--- src/hdl/kpe_pkg.sv ---
`timescale 1ns / 1ps
// Package: key codes, register indexes, reset values and key decode for keypad PIN entry.
package kpe_pkg;

  localparam int unsigned CfgWidth    = 16;
  localparam int unsigned KeyWidth    = 4;
  localparam int unsigned PosWidth    = 2;
  localparam int unsigned PinDigits   = 4;
  localparam int unsigned CfgIdxWidth = 2;

  localparam logic [KeyWidth-1:0] KEY_STAR  = 4'd10;
  localparam logic [KeyWidth-1:0] KEY_HASH  = 4'd11;
  localparam logic [KeyWidth-1:0] KEY_NONE  = 4'd15;
  localparam logic [KeyWidth-1:0] KEY_DIGIT_MAX = 4'd9;

  localparam logic [CfgIdxWidth-1:0] REG_REPEAT_GUARD = 2'd0;
  localparam logic [CfgIdxWidth-1:0] REG_BEEP_KEY     = 2'd1;
  localparam logic [CfgIdxWidth-1:0] REG_BEEP_CLEAR   = 2'd2;

  localparam logic [CfgWidth-1:0] RST_REPEAT_GUARD = 16'd100;
  localparam logic [CfgWidth-1:0] RST_BEEP_KEY     = 16'd50;
  localparam logic [CfgWidth-1:0] RST_BEEP_CLEAR   = 16'd800;

  localparam logic CMD_TICK = 1'b0;
  localparam logic CMD_KEY  = 1'b1;

  typedef struct packed {
    logic                cmd;
    logic [1:0]          column;
    logic [2:0]          row;
  } req_t;

  typedef struct packed {
    logic [KeyWidth-1:0] key_code;
    logic                key_accepted;
    logic                pin_ready;
    logic [15:0]         pin_value;
    logic                beep_on;
    logic [PosWidth-1:0] entry_position;
  } rsp_t;

  // Map column and row to a key code; positions off the keypad give KEY_NONE.
  function automatic logic [KeyWidth-1:0] decode_key(input logic [1:0] column,
                                                      input logic [2:0] row);
    logic [KeyWidth-1:0] code;
    code = KEY_NONE;
    unique case ({column, row})
      {2'd1, 3'd1}: code = KEY_STAR;
      {2'd1, 3'd2}: code = 4'd7;
      {2'd1, 3'd3}: code = 4'd4;
      {2'd1, 3'd4}: code = 4'd1;
      {2'd2, 3'd1}: code = 4'd0;
      {2'd2, 3'd2}: code = 4'd8;
      {2'd2, 3'd3}: code = 4'd5;
      {2'd2, 3'd4}: code = 4'd2;
      {2'd3, 3'd1}: code = KEY_HASH;
      {2'd3, 3'd2}: code = 4'd9;
      {2'd3, 3'd3}: code = 4'd6;
      {2'd3, 3'd4}: code = 4'd3;
      default:      code = KEY_NONE;
    endcase
    return code;
  endfunction

endpackage

--- src/hdl/keypad_pin_entry_unit.sv ---
`timescale 1ns / 1ps
// Top level: keypad PIN entry with repeat guard, beep timers and four-digit buffer.
//
//  channel | signals                               | direction
//  --------+---------------------------------------+----------
//  in      | in_valid/in_ready, cmd, column, row   | request in
//  out     | out_valid/out_ready, key and PIN info | result out
//  cfg     | cfg_we, cfg_index, cfg_wdata          | write only
//
// A request passes the input register, then decode and state update into the result
// register. One request per cycle sustained while results are taken.
// Reset (rst_n low, synchronous) restores register defaults and clears state.
// A held result stalls the input register; in_ready drops only then.
module keypad_pin_entry_unit (
  input  logic                               clk,
  input  logic                               rst_n,
  input  logic                               in_valid,
  output logic                               in_ready,
  input  logic                               in_cmd,
  input  logic [1:0]                         in_column,
  input  logic [2:0]                         in_row,
  output logic                               out_valid,
  input  logic                               out_ready,
  output logic [kpe_pkg::KeyWidth-1:0]       out_key_code,
  output logic                               out_key_accepted,
  output logic                               out_pin_ready,
  output logic [15:0]                        out_pin_value,
  output logic                               out_beep_on,
  output logic [kpe_pkg::PosWidth-1:0]       out_entry_position,
  input  logic                               cfg_we,
  input  logic [kpe_pkg::CfgIdxWidth-1:0]    cfg_index,
  input  logic [kpe_pkg::CfgWidth-1:0]       cfg_wdata
);

  logic [kpe_pkg::CfgWidth-1:0] guard_len_r, beep_key_r, beep_clear_r;

  logic           req_valid_r;
  kpe_pkg::req_t  req_r;
  logic           rsp_valid_r;
  kpe_pkg::rsp_t  rsp_r, rsp_nxt;
  logic           advance;

  logic [kpe_pkg::KeyWidth-1:0] last_key_r, last_key_nxt;
  logic [15:0]                  guard_r, guard_nxt;
  logic [15:0]                  beep_r, beep_nxt;
  logic [kpe_pkg::KeyWidth-1:0] digits_r [kpe_pkg::PinDigits];
  logic [kpe_pkg::KeyWidth-1:0] digits_nxt [kpe_pkg::PinDigits];
  logic [kpe_pkg::PosWidth-1:0] pos_r, pos_nxt;

  logic [kpe_pkg::KeyWidth-1:0] code;
  logic                         accept;

  assign advance  = req_valid_r && (!rsp_valid_r || out_ready);
  assign in_ready = !req_valid_r || advance;

  always_ff @(posedge clk) begin
    if (!rst_n) begin
      guard_len_r  <= kpe_pkg::RST_REPEAT_GUARD;
      beep_key_r   <= kpe_pkg::RST_BEEP_KEY;
      beep_clear_r <= kpe_pkg::RST_BEEP_CLEAR;
    end else if (cfg_we) begin
      unique case (cfg_index)
        kpe_pkg::REG_REPEAT_GUARD: guard_len_r  <= cfg_wdata;
        kpe_pkg::REG_BEEP_KEY:     beep_key_r   <= cfg_wdata;
        kpe_pkg::REG_BEEP_CLEAR:   beep_clear_r <= cfg_wdata;
        default: ;
      endcase
    end
  end

  always_ff @(posedge clk) begin
    if (!rst_n) begin
      req_valid_r <= 1'b0;
    end else if (in_ready) begin
      req_valid_r <= in_valid;
    end
  end

  always_ff @(posedge clk) begin
    if (in_valid && in_ready) begin
      req_r <= '{cmd: in_cmd, column: in_column, row: in_row};
    end
  end

  always_comb begin
    code         = kpe_pkg::decode_key(req_r.column, req_r.row);
    accept       = 1'b0;
    last_key_nxt = last_key_r;
    guard_nxt    = guard_r;
    beep_nxt     = beep_r;
    digits_nxt   = digits_r;
    pos_nxt      = pos_r;
    rsp_nxt      = '0;

    if (req_r.cmd == kpe_pkg::CMD_TICK) begin
      if (guard_r != 16'd0) guard_nxt = guard_r - 16'd1;
      if (beep_r != 16'd0)  beep_nxt  = beep_r - 16'd1;
      if (guard_nxt == 16'd0) last_key_nxt = kpe_pkg::KEY_NONE;
    end else begin
      rsp_nxt.key_code = code;
      accept = (code != kpe_pkg::KEY_NONE) &&
               !(guard_r != 16'd0 && last_key_r == code);
      if (accept) begin
        last_key_nxt = code;
        guard_nxt    = guard_len_r;
        beep_nxt     = beep_key_r;
        if (code <= kpe_pkg::KEY_DIGIT_MAX) begin
          digits_nxt[pos_r] = code;
          pos_nxt           = pos_r + 1'b1;
        end else begin
          digits_nxt = '{default: '0};
          pos_nxt    = '0;
          if (code == kpe_pkg::KEY_HASH) begin
            rsp_nxt.pin_ready = 1'b1;
            rsp_nxt.pin_value = {digits_r[0], digits_r[1], digits_r[2], digits_r[3]};
          end else begin
            beep_nxt = beep_clear_r;
          end
        end
      end
    end

    rsp_nxt.key_accepted   = accept;
    rsp_nxt.beep_on        = (beep_nxt != 16'd0);
    rsp_nxt.entry_position = pos_nxt;
  end

  always_ff @(posedge clk) begin
    if (!rst_n) begin
      last_key_r  <= kpe_pkg::KEY_NONE;
      guard_r     <= '0;
      beep_r      <= '0;
      digits_r    <= '{default: '0};
      pos_r       <= '0;
      rsp_valid_r <= 1'b0;
    end else begin
      if (advance) begin
        last_key_r <= last_key_nxt;
        guard_r    <= guard_nxt;
        beep_r     <= beep_nxt;
        digits_r   <= digits_nxt;
        pos_r      <= pos_nxt;
        rsp_valid_r <= 1'b1;
      end else if (out_ready) begin
        rsp_valid_r <= 1'b0;
      end
    end
  end

  always_ff @(posedge clk) begin
    if (advance) begin
      rsp_r <= rsp_nxt;
    end
  end

  assign out_valid          = rsp_valid_r;
  assign out_key_code       = rsp_r.key_code;
  assign out_key_accepted   = rsp_r.key_accepted;
  assign out_pin_ready      = rsp_r.pin_ready;
  assign out_pin_value      = rsp_r.pin_value;
  assign out_beep_on        = rsp_r.beep_on;
  assign out_entry_position = rsp_r.entry_position;

  a_pin_from_hash: assert property (@(posedge clk) disable iff (!rst_n)
    out_valid && out_pin_ready |->
      out_key_accepted && out_key_code == kpe_pkg::KEY_HASH)
    else $error("PIN emitted without an accepted hash key");

  a_pin_clears_pos: assert property (@(posedge clk) disable iff (!rst_n)
    out_valid && out_pin_ready |-> out_entry_position == '0)
    else $error("entry position not cleared after PIN");

  a_accept_valid_key: assert property (@(posedge clk) disable iff (!rst_n)
    out_valid && out_key_accepted |-> out_key_code != kpe_pkg::KEY_NONE)
    else $error("off-keypad press reported as accepted");

  a_accept_beeps: assert property (@(posedge clk) disable iff (!rst_n)
    advance && accept && beep_key_r != '0 && beep_clear_r != '0 |=> beep_r != '0)
    else $error("accepted key did not start the beep timer");

  a_stall_only_on_hold: assert property (@(posedge clk) disable iff (!rst_n)
    !in_ready |-> out_valid && !out_ready)
    else $error("input stalled while result side is free");

endmodule

--- config.mk ---
export PLATFORM = sky130hd
export DESIGN_NAME = keypad_pin_entry_unit
export DESIGN_NICKNAME = d
export VERILOG_FILES = /design/src/hdl/kpe_pkg.sv /design/src/hdl/keypad_pin_entry_unit.sv
export SDC_FILE = /design/constraint.sdc
export NUM_CORES = 1
export LEC_CHECK = 0
export BUFFER_PORTS_ARGS = -buffer_cell sky130_fd_sc_hd__buf_2
export CORE_AREA = 8 8 140 142
export DETAILED_ROUTE_END_ITERATION = 8
export DIE_AREA = 0 0 148 150
export GPL_ROUTABILITY_DRIVEN = 0
export SYNTH_ARGS = -nofsm -noshare
export SYNTH_HDL_FRONTEND = slang
export SYNTH_SLANG_ARGS = --single-unit
export TNS_END_PERCENT = 5
--- constraint.sdc ---
create_clock -name clk -period 8.2 [get_ports clk]
set_clock_uncertainty 0.05 [all_clocks]
set_input_delay 0.82 -clock clk [delete_from_list [all_inputs] [get_ports clk]]
set_output_delay 0.82 -clock clk [all_outputs]
set_load 0.02 [all_outputs]
==> results.ini, run 1 <==
[finish]
drive_gt1_frac=0.133
layout.area.seq_um2=3090
instances_no_fill=1073
area_delta_synth_final_pct=14.3
n_antenna_cell=0
multi_input_area_um2=3410
mostFrequentLayoutCells=158 x nand2_1, 108 x dfxtp_1, 70 x a21oi_1
final_common_cell=nand2_1
nNetsFinal=872
nFillCells=1806

[clock_network]
cts_resized=0
postCtsSetupBuffers=0
h-tree-depth=4
cts-root-buf=clkbuf_16
cts_made_buffers=17
cts_tree=built
holdBufCountCts=0
worstSkewPairLatency_ns=0.43
clkSinkCount=139
cts_max_path_buffers=2
clk_pin_slew_ns=0.06

[setup_path]
worstPathArrival_ns=3.80
crit_path_top_delay_cell=o211ai_4
endpoint_kind=register
max_stage_delay_ns=0.57
startpoint=guard_r[0]
worstPathCellList=inv_1 -> ha_1 -> nor3b_1 -> and4_1 -> o211ai_4 -> inv_1 -> or3_1 -> a32oi_1 -> nand4_1 -> or3_1
worstSetupPathType=reg2reg
r2r_start=guard_r[0]
crit_required_ns=8.32
startpoint_type=register
critPathBufInv=2
cpLargestDelayFamily=simple AND/OR/NAND/NOR gates
crit_path_max_fanout=21

[worst_hold_path]
worstHoldPathType=reg2reg
min-delay-start=beep_key_r[15]

[routing]
viasPerCell=5.43
drc=0
wl_per_cell_um=16.1
ant_nets=0
drtIter0Drc=468
num_vias=5826
drtPass1Iterations=6
wirelength_mm=17.2

[grt]
grt-ovfl-total=0
grt_pass1_vias=5483
antenna_found_initial=0
grt_usage=0.158
grt_max_degree=60
grt_pass1_wl_mm=28.2

[placement]
place_inst=1041
portBuffers=55
dp_worst_setup_slack_ns=4.61
hpwl_mm=11.8

[status]
status=finished, final reports clean

[sta]
period_needed_ns=3.68
holdWs_ns=0.403
maxSlewViolCount=0
fin_ws_ns=4.52
maxSlewHeadroom=0.314
finalHoldViolations=0
max_freq_mhz=272
fin_crit_sh=0.449
grt_setup_unrepaired=no
setup_tns_ns=0
setup_violations=0
worst_pin_slew_ns=1.02

[die]
initial_core_util=0.387
fp.dieH_um=150
core_region_area_um2=17500
ioPinCount=56
die_w_um=148
num_rows=49
die_area_um2=22200

[yosys]
async_flop_share=0
postSynthCellCount=800
syn_nets=841
ys_warn_count=0
seq_area_frac_synth=0.455
avgSynthCellArea_um2=8.49
syn_area_um2=6790
synth_seq_cells=139
synth_ff_type=dfxtp_1
synth_cell_types=73
synth_edf_count=31

[pwr]
ir_drop_mv=0.171
powerDensity_nw_per_um2=251
p_leak_nw=2.93

[job]
cap_violations=0

## report_power, final
part | internal [mW] | switching, mW | leakage [nW]
combinational | 0.163 | 0.273 | 1.48
clock | 0.443 | 0.294 | 0.273
sequential | 0.736 | 0.0374 | 1.18
total | 1.34 | 0.604 | 2.93
## worst min-delay path: cells and delay by family, from the launching register on
kind	cells	cell delay, ns
AND/OR/NAND/NOR	1	0.05
flip-flops	1	0.31
AO/OA/AOI/OAI	1	0.05
## metrics by stage
step | util | power [mW] | instance area [um2]
after detailed placement | 0.410 | 1.22 | 7200
after global placement | 0.410 | 1.22 | 7200
after floorplan | - | 1.12 | 6790
final | 0.443 | 1.95 | 7760
after CTS | 0.443 | 1.96 | 7760
after global routing | 0.443 | 2.04 | 7760
## state kept, by name, summed over array words and instances (netlist names), 2 cells and up
register	count
out_entry_position	2
beep_r	16
digits_r	16
guard_r	16
code	4
out_key_code	4
beep_clear_r	16
pos_r	2
out_pin_value	16
guard_len_r	16
last_key_r	4
beep_key_r	16
req_r	6
## layer usage
layer / up-vias / share of wire / wire length [um] / GRT usage
met5: - / 0 / 0 / 0
met4: 0 / 0.018 / 314 / 0.0617
met3: 24 / 0.054 / 923 / 0.0390
met2: 147 / 0.46 / 7920 / 0.251
met1: 2707 / 0.47 / 8080 / 0.203
li1: 2948 / - / - / -
## cell type report
cell class,instances,area share
inverter,21,0.0102
tap,229,0.0369
clock buffer,23,0.0617
timing repair buffer,62,0.0422
clock inverter,9,0.0113
multi-input combinational,590,0.439
sequential,139,0.398
## cells in the mapped netlist, types with 4 or more instances
cell       count  share of area
o22ai_1       15          0.014
a31oi_1        5         0.0046
a22oi_1        9         0.0099
nand2b_1       4         0.0037
mux2_2         6         0.0099
o21a_1         4         0.0044
nand4_1       11          0.010
mux2i_1       24          0.035
nor4_1        14          0.013
ha_1          12          0.022
or3_1          7         0.0064
xnor2_1        5         0.0064
a2bb2oi_1      4         0.0052
nor2_1        55          0.030
a21oi_1       70          0.052
o32ai_1        5         0.0064
buf_2          8         0.0059
nor3_1        21          0.015
nand3_1       30          0.022
o21ai_0       29          0.021
inv_1         19          0.011
dfxtp_1      108           0.32
nor3b_1        5         0.0055
edfxtp_1      31           0.14
o31ai_1        4         0.0044
clkbuf_1      32          0.018
buf_1          7         0.0039
and2_1        23          0.021
nand2_1      158          0.087
o221ai_1       4         0.0052
a211oi_1       6         0.0066
## cells by family (layout without fill, tap and decap cells)
family | after synthesis | after routing | share of synthesized area
AO/OA/AOI/OAI | 192 | 192 | 0.186
XOR/XNOR | 5 | 5 | 0.00645
adder cells (fa/ha/maj) | 12 | 12 | 0.0221
buffers and inverters | 71 | 115 | 0.0429
flip-flops | 139 | 139 | 0.455
multiplexers | 30 | 30 | 0.0453
AND/OR/NAND/NOR | 351 | 351 | 0.242
## final timing paths
path                                  endpoint  slack, ns  cells after the start
worst max-delay path               out_beep_on       4.52                     10
worst min-delay path            beep_key_r[15]       0.40                      2
worst max register to register     out_beep_on       4.52                     10
worst min register to register  beep_key_r[15]       0.40                      2
(Power assumes the default switching activity.)
==> run 2, diff against run 1 <==
--- a/config.mk
+++ b/config.mk
@@ -5,10 +5,11 @@
 export SDC_FILE = /design/constraint.sdc
 export NUM_CORES = 1
 export LEC_CHECK = 0
+export ABC_AREA = 1
 export BUFFER_PORTS_ARGS = -buffer_cell sky130_fd_sc_hd__buf_2
-export CORE_AREA = 8 8 140 142
+export CORE_AREA = 8 8 143 145
 export DETAILED_ROUTE_END_ITERATION = 8
-export DIE_AREA = 0 0 148 150
+export DIE_AREA = 0 0 151 153
 export GPL_ROUTABILITY_DRIVEN = 0
 export SYNTH_ARGS = -nofsm -noshare
 export SYNTH_HDL_FRONTEND = slang
==> constraint.sdc (replaced) <==
create_clock -name clk -period 3.6 [get_ports clk]
set_clock_uncertainty 0.05 [all_clocks]
set_input_delay 0.36 -clock clk [delete_from_list [all_inputs] [get_ports clk]]
set_output_delay 0.36 -clock clk [all_outputs]
set_load 0.02 [all_outputs]
==> run 2 against run 1 <==
Die area up 4.1%; global-route usage up 0.11 points; critical path type unchanged; synthesized cell count up 24%; highest routed layer unchanged; worst hold slack worse by 0.33 ns; first-iteration DRC count up 8.1%; flip-flop and latch count unchanged; critical path depth up 1; fmax up 42%; power up 130%; register-to-register slack worse by 3.5 ns; critical endpoint unchanged.
==> results.ini, run 2 <==
[die]
initial_core_util=0.391  ; +0.00336
fp.dieH_um=153  ; +2.0%
ioPinCount=56  ; unchanged
core_region_area_um2=18300  ; +4.2%
num_rows=50  ; +2.0%
die_w_um=151  ; +2.0%
die_area_um2=23100  ; +4.1%

[finish]
fin_area_um2=8160  ; +5.1%
layout.area.seq_um2=3090  ; unchanged
nFillCells=1958  ; +8.4%
n_antenna_cell=0  ; unchanged
final_common_cell=nand2_1
multi_input_area_um2=3420  ; +0.15%
mostFrequentLayoutCells=225 x nand2_1, 137 x nor2_1, 111 x o21ai_0
drive_gt1_frac=0.121  ; -0.0114
instances_no_fill=1281  ; +19%
area_delta_synth_final_pct=14.3  ; about the same
nNetsFinal=1075  ; +23%
fin_util=0.447  ; +0.00387

[clock_network]
cts_tree=built
postCtsSetupBuffers=0  ; unchanged
cts-root-buf=clkbuf_16
clk_pin_slew_ns=0.06  ; about the same
holdBufCountCts=0  ; unchanged
cts_resized=0  ; unchanged
clkSinkCount=139  ; unchanged
worstSkewPairLatency_ns=0.42  ; about the same
h-tree-depth=4  ; unchanged
cts_max_path_buffers=2  ; unchanged
cts_made_buffers=17  ; unchanged

[sta]
fin_crit_sh=0.721  ; +0.272
setup_violations=0  ; unchanged
grt_setup_unrepaired=no
worst_pin_slew_ns=1.12  ; +0.0994 ns
maxSlewHeadroom=0.253  ; -0.0608
maxSlewViolCount=0  ; unchanged
max_freq_mhz=385  ; +42%
finalHoldViolations=0  ; unchanged
period_needed_ns=2.60  ; -1.09 ns
setup_tns_ns=0  ; unchanged

[routing]
wl_per_cell_um=14.0  ; -13%
num_vias=6325  ; +8.6%
ant_nets=0  ; unchanged
drtPass1Iterations=5  ; -1
wirelength_mm=17.9  ; +3.8%
drc=0  ; unchanged
drtIter0Drc=506  ; +8.1%
viasPerCell=4.94  ; -9.1%

[placement]
hpwl_mm=12.4  ; +5.2%
place_area_um2=7550  ; +4.9%
portBuffers=55  ; unchanged
place_inst=1249  ; +20%

[grt]
grt-ovfl-total=0  ; unchanged
grt_usage=0.159  ; +0.00115
grt_pass1_wl_mm=29.6  ; +5.0%
antenna_found_initial=0  ; unchanged
grt_pass1_vias=5982  ; +9.1%
grt_max_degree=75  ; +25%

[yosys]
async_flop_share=0  ; unchanged
yosysMostFrequentCell=nand2_1
syn_area_um2=7140  ; +5.1%
synth_cell_types=39  ; -47%
postSynthCellCount=995  ; +24%
synth_commonest_cells=225 x nand2_1, 137 x nor2_1, 111 x o21ai_0
syn_nets=1036  ; +23%
seq_area_frac_synth=0.433  ; -0.0220
yosysTopAreaCell=dfxtp_1
synth_edf_count=31  ; unchanged
synth_seq_cells=139  ; unchanged
synth_ff_type=dfxtp_1
avgSynthCellArea_um2=7.17  ; -16%
ys_warn_count=0  ; unchanged
synth_top_cell_area_share=0.303  ; -0.0154
synth_top_cells_by_area=dfxtp_1 30%, edfxtp_1 13%, nand2_1 12%, o21ai_0 7.8%, nor2_1 7.2%

[worst_hold_path]
whs_path_depth=1  ; -1
worstHoldPathType=in2reg
min-delay-start=in_cmd
min_delay_worst_endpoint=req_r[5]

[pwr]
p_leak_nw=3.64  ; +24%
report.power.total_mw=4.51  ; +130%
p_seq_frac=0.393  ; -0.004
p_int_mw=3.06  ; +130%
switchingPower_mw=1.45  ; +140%
swShare=0.321  ; +0.0111
powerDensity_nw_per_um2=553  ; +120%
ir_drop_mv=0.416  ; +140%
combPwrFrac=0.208  ; -0.016
clkPwrFrac=0.399  ; +0.020

[setup_path]
r2r_cells=11  ; +1
r2r_start=code[3]
crit_required_ns=3.71  ; -4.61 ns
r2r_slack_ns=1.00  ; -3.51 ns
worstSetupPathType=reg2reg
crit_path_max_fanout=32  ; +52%
startpoint_type=register
endpoint_kind=register
worstPathArrival_ns=2.71  ; -1.09 ns
r2r-end=out_beep_on

[status]
status=finished, final reports clean

[job]
cap_violations=0  ; unchanged

[run 2: logic make-up (layout without fill, tap and decap cells)]
kind of cell             Yosys count  count (layout)  synth area share
buffers and inverters            154             206            0.0880
AO/OA/AOI/OAI                    192             192             0.142
AND/OR/NAND/NOR                  482             482             0.296
flip-flops                       139             139             0.433
adder cells (fa/ha/maj)           12              12            0.0210
XOR/XNOR                          16              16            0.0196
[run 2: layout make-up]
cell class,count,share of cell area
multi-input combinational,702,0.419
sequential,139,0.379
clock buffer,18,0.0552
inverter,112,0.0518
timing repair buffer,62,0.0402
tap,234,0.0359
clock inverter,14,0.0192
[run 2: worst max-delay path by stage]
stage	from	endpoint
finish	code[3]	out_beep_on
CTS	code[3]	out_beep_on
detailed placement	code[3]	out_beep_on
global route	code[3]	last_key_r[1]
global placement	code[3]	out_beep_on
floorplan	out_valid	code[3]
[run 2: metrics by stage]
step	setup slack (ns)	hold slack, ns
after floorplan	1.34	0.375
after global routing	0.772	0.0509
after detailed placement	0.996	0.392
after CTS	0.994	0.0536
final	1.00	0.0731
after global placement	0.968	0.388
[run 2: worst max-delay path, stage by stage (launching register included)]
cell     delay (ns)
dfxtp_1        0.71
nand2_1        0.23
nand2_4        0.17
nand2_4        0.20
nand2_1        0.11
o21ai_0        0.14
nand4_1        0.13
nand3_1        0.12
nor2_1         0.13
nand3_1        0.08
nor2_1         0.16
nand3_1        0.09
[run 2: power by group through the flow]
| stage | logic [mW] | clock network [mW] | registers (mW) |
|---|---|---|---|
| 2_1_floorplan | 0.737 | 0 | 1.79 |
| 3_3_place_gp | 0.935 | 0 | 1.80 |
| 3_5_place_dp | 0.934 | 0 | 1.80 |
| 4_1_cts | 0.941 | 1.84 | 1.77 |
| 5_1_grt | 1.07 | 1.90 | 1.78 |
| 6_report | 0.937 | 1.80 | 1.77 |
[run 2: routing by layer]
metal,wire length (um),share of wire,track usage,vias to the layer above
met5,0,0,0,-
met4,329,0.018,0.0585,0
met3,754,0.042,0.0351,26
met2,8430,0.47,0.258,133
met1,8380,0.47,0.203,2850
li1,-,-,-,3316
==> run 3, diff against run 2 <==
--- a/config.mk
+++ b/config.mk
@@ -5,11 +5,11 @@
 export SDC_FILE = /design/constraint.sdc
 export NUM_CORES = 1
 export LEC_CHECK = 0
-export ABC_AREA = 1
+export ABC_AREA = 0
 export BUFFER_PORTS_ARGS = -buffer_cell sky130_fd_sc_hd__buf_2
-export CORE_AREA = 8 8 143 145
+export CORE_AREA = 8 8 140 142
 export DETAILED_ROUTE_END_ITERATION = 8
-export DIE_AREA = 0 0 151 153
+export DIE_AREA = 0 0 148 150
 export GPL_ROUTABILITY_DRIVEN = 0
 export SYNTH_ARGS = -nofsm -noshare
 export SYNTH_HDL_FRONTEND = slang
==> constraint.sdc (replaced) <==
create_clock -name clk -period 2.5 [get_ports clk]
set_clock_uncertainty 0.05 [all_clocks]
set_input_delay 0.25 -clock clk [delete_from_list [all_inputs] [get_ports clk]]
set_output_delay 0.25 -clock clk [all_outputs]
set_load 0.02 [all_outputs]
==> run 3 against run 2 <==
The run now ends with setup timing left; core utilization grew 5.8 points; worst hold slack lost 0.044 ns; non-clock buffer count grew 122; sequential share of layout area shrank 2.9 points; flip-flop and latch count is the same; fmax is essentially flat; global-route usage grew 1.2 points; power grew 54%; first-iteration DRC count shrank 6.3%; die area shrank 3.9%; largest power group is now registers.
==> results.ini, run 3 (same netlist as run 1, synthesis figures left out) <==
[clock_network]
cts_made_buffers=17  ; unchanged
h-tree-depth=4  ; unchanged
cts_tree=built
worstSkewPairLatency_ns=0.41  ; about the same
clkSinkCount=139  ; unchanged
cts-root-buf=clkbuf_16
clk_pin_slew_ns=0.06  ; about the same
cts_max_path_buffers=2  ; unchanged

[routing]
viasPerCell=5.33  ; +8.0%
drtIter0Drc=474  ; -6.3%
drc=0  ; unchanged
num_vias=6375  ; +0.79%
wirelength_mm=18.8  ; +4.9%
wl_per_cell_um=15.7  ; +12%
drtPass1Iterations=5  ; unchanged
ant_nets=0  ; unchanged

[grt]
grt-ovfl-total=0  ; unchanged
antenna_found_initial=0  ; unchanged
grt_max_degree=47  ; -37%
grt_pass1_wl_mm=31.0  ; +4.8%
grt_pass1_vias=6104  ; +2.0%
grt_usage=0.172  ; +0.0122

[setup_path]
r2r_start=guard_r[7]
crit_required_ns=2.61  ; -1.10 ns
crit_path_max_fanout=4  ; -88%
worstPathArrival_ns=2.70  ; about the same
worstSetupPathType=reg2reg
startpoint_type=register
r2r_cells=9  ; -2
r2r-end=out_beep_on
r2r_slack_ns=-0.1  ; -1.10 ns
endpoint_kind=register

[worst_hold_path]
worstHoldPathType=in2reg
min-delay-start=in_valid
whs_path_depth=3  ; +2
min_delay_worst_endpoint=req_valid_r

[finish]
area_delta_synth_final_pct=30.2
drive_gt1_frac=0.261  ; +0.140
nFillCells=1690  ; -14%
nNetsFinal=994  ; -7.5%
final_common_cell=nand2_1
mostFrequentLayoutCells=157 x nand2_1, 118 x buf_4, 104 x dfxtp_1
fin_area_um2=8840  ; +8.4%
n_antenna_cell=0  ; unchanged
fin_util=0.504  ; +0.0576

[pwr]
ir_drop_mv=0.501  ; +20%
report.power.total_mw=6.95  ; +54%
powerDensity_nw_per_um2=786  ; +42%
p_leak_nw=3.57  ; -2.0%

[job]
cap_violations=0  ; unchanged

[status]
violations=setup timing
status=finished with violations

[sta]
maxSlewViolCount=0  ; unchanged
setup_violations=1  ; +1
max_freq_mhz=385  ; about the same
finalHoldViolations=0  ; unchanged
fin_ws_ns=-0.0958  ; -1.10 ns
fin_crit_sh=1.04  ; +0.317
maxSlewHeadroom=0.503  ; +0.250
worst_pin_slew_ns=0.743  ; -0.375 ns
grt_setup_unrepaired=yes
period_needed_ns=2.60  ; +0.000488 ns

[die]
die_area_um2=22200  ; -3.9%
ioPinCount=56  ; unchanged
core_region_area_um2=17500  ; -4.0%
initial_core_util=0.387  ; -0.00336
fp.dieH_um=150  ; -2.0%
die_w_um=148  ; -2.0%
num_rows=49  ; -2.0%

[placement]
place_area_um2=8120  ; +7.6%
hpwl_mm=13.5  ; +8.7%
portBuffers=55  ; unchanged

==> run 3: cell types whose count changed in the layout (fill, tap and decap cells not counted), moves of 10 or more <==
cell     delta
nor4_1     +10
mux2i_1    +24
nand2_1    -68
nor3_1     +16
nand3_1    -49
o22ai_1    +15
buf_4     +111
o21ai_0    -83
and2_1     +23
a21oi_1    +15
nor2_1     -84
inv_1      -90
xor2_1     -13
==> run 3: worst max path at each step <==
stage                from     endpoint  cells after the start
3_5_place_dp   guard_r[1]  out_beep_on                     11
3_3_place_gp   guard_r[1]  out_beep_on                     11
5_1_grt         beep_r[2]  out_beep_on                      7
4_1_cts        guard_r[1]  out_beep_on                     11
2_1_floorplan  guard_r[0]  out_beep_on                     11
6_report       guard_r[7]  out_beep_on                      9
==> run 3: final cells by class <==
cell class / count / area [um2] / share of cell area
inverters: 21 / 81.3 / 0.00920
flip-flops and latches: 139 / 3100 / 0.350
multi-input cells: 590 / 3520 / 0.398
clock inverters: 14 / 119 / 0.0134
repair buffers: 184 / 1310 / 0.148
well taps: 229 / 287 / 0.0324
clock buffers: 18 / 429 / 0.0485
==> run 3: critical path: stages (launching register included) <==
cell,delay [ns]
dfxtp_2,0.32
nor4_2,0.27
buf_4,0.17
and4_4,0.25
o211ai_4,0.13
buf_12,0.15
buf_4,0.14
a311oi_1,0.35
nand4_1,0.15
or3_1,0.36
==> run 3: stage by stage <==
| step | hold slack, ns | instances | TNS [ns] | setup slack, ns |
|---|---|---|---|---|
| floorplan | 0.299 | 800 | -0.0289 | -0.0289 |
| global placement | 0.389 | 1151 | -0.135 | -0.127 |
| detailed placement | 0.393 | 1151 | -0.526 | -0.154 |
| CTS | 0.0150 | 1191 | -0.0806 | -0.0806 |
| global route | 0.0519 | 1195 | -0.521 | -0.187 |
| finish | 0.0289 | 1195 | -0.0958 | -0.0958 |
==> run 3: what timing repair did <==
item,4_1_cts,5_1_grt
resized for setup,9,10
setup buffers,2,4
gates cloned,0,0
hold endpoints to repair,6,0
endpoints found under the setup margin,17,21
pin swaps,4,6
hold buffers,6,0
==> run 3: routing by layer <==
metal | track usage | wire length [um] | vias up
met4 | 0.0602 | 348 | 0
met3 | 0.0327 | 790 | 24
met1 | 0.215 | 8570 | 3011
met2 | 0.289 | 9060 | 145
met5 | 0 | 0 | -
li1 | - | - | 3195
==> run 3: where the power goes <==
group	switching (mW)	leakage [nW]	internal, mW
clock	0.983	0.262	1.37
combinational	1.10	2.13	1.02
sequential	0.0673	1.18	2.42
total	2.15	3.57	4.80
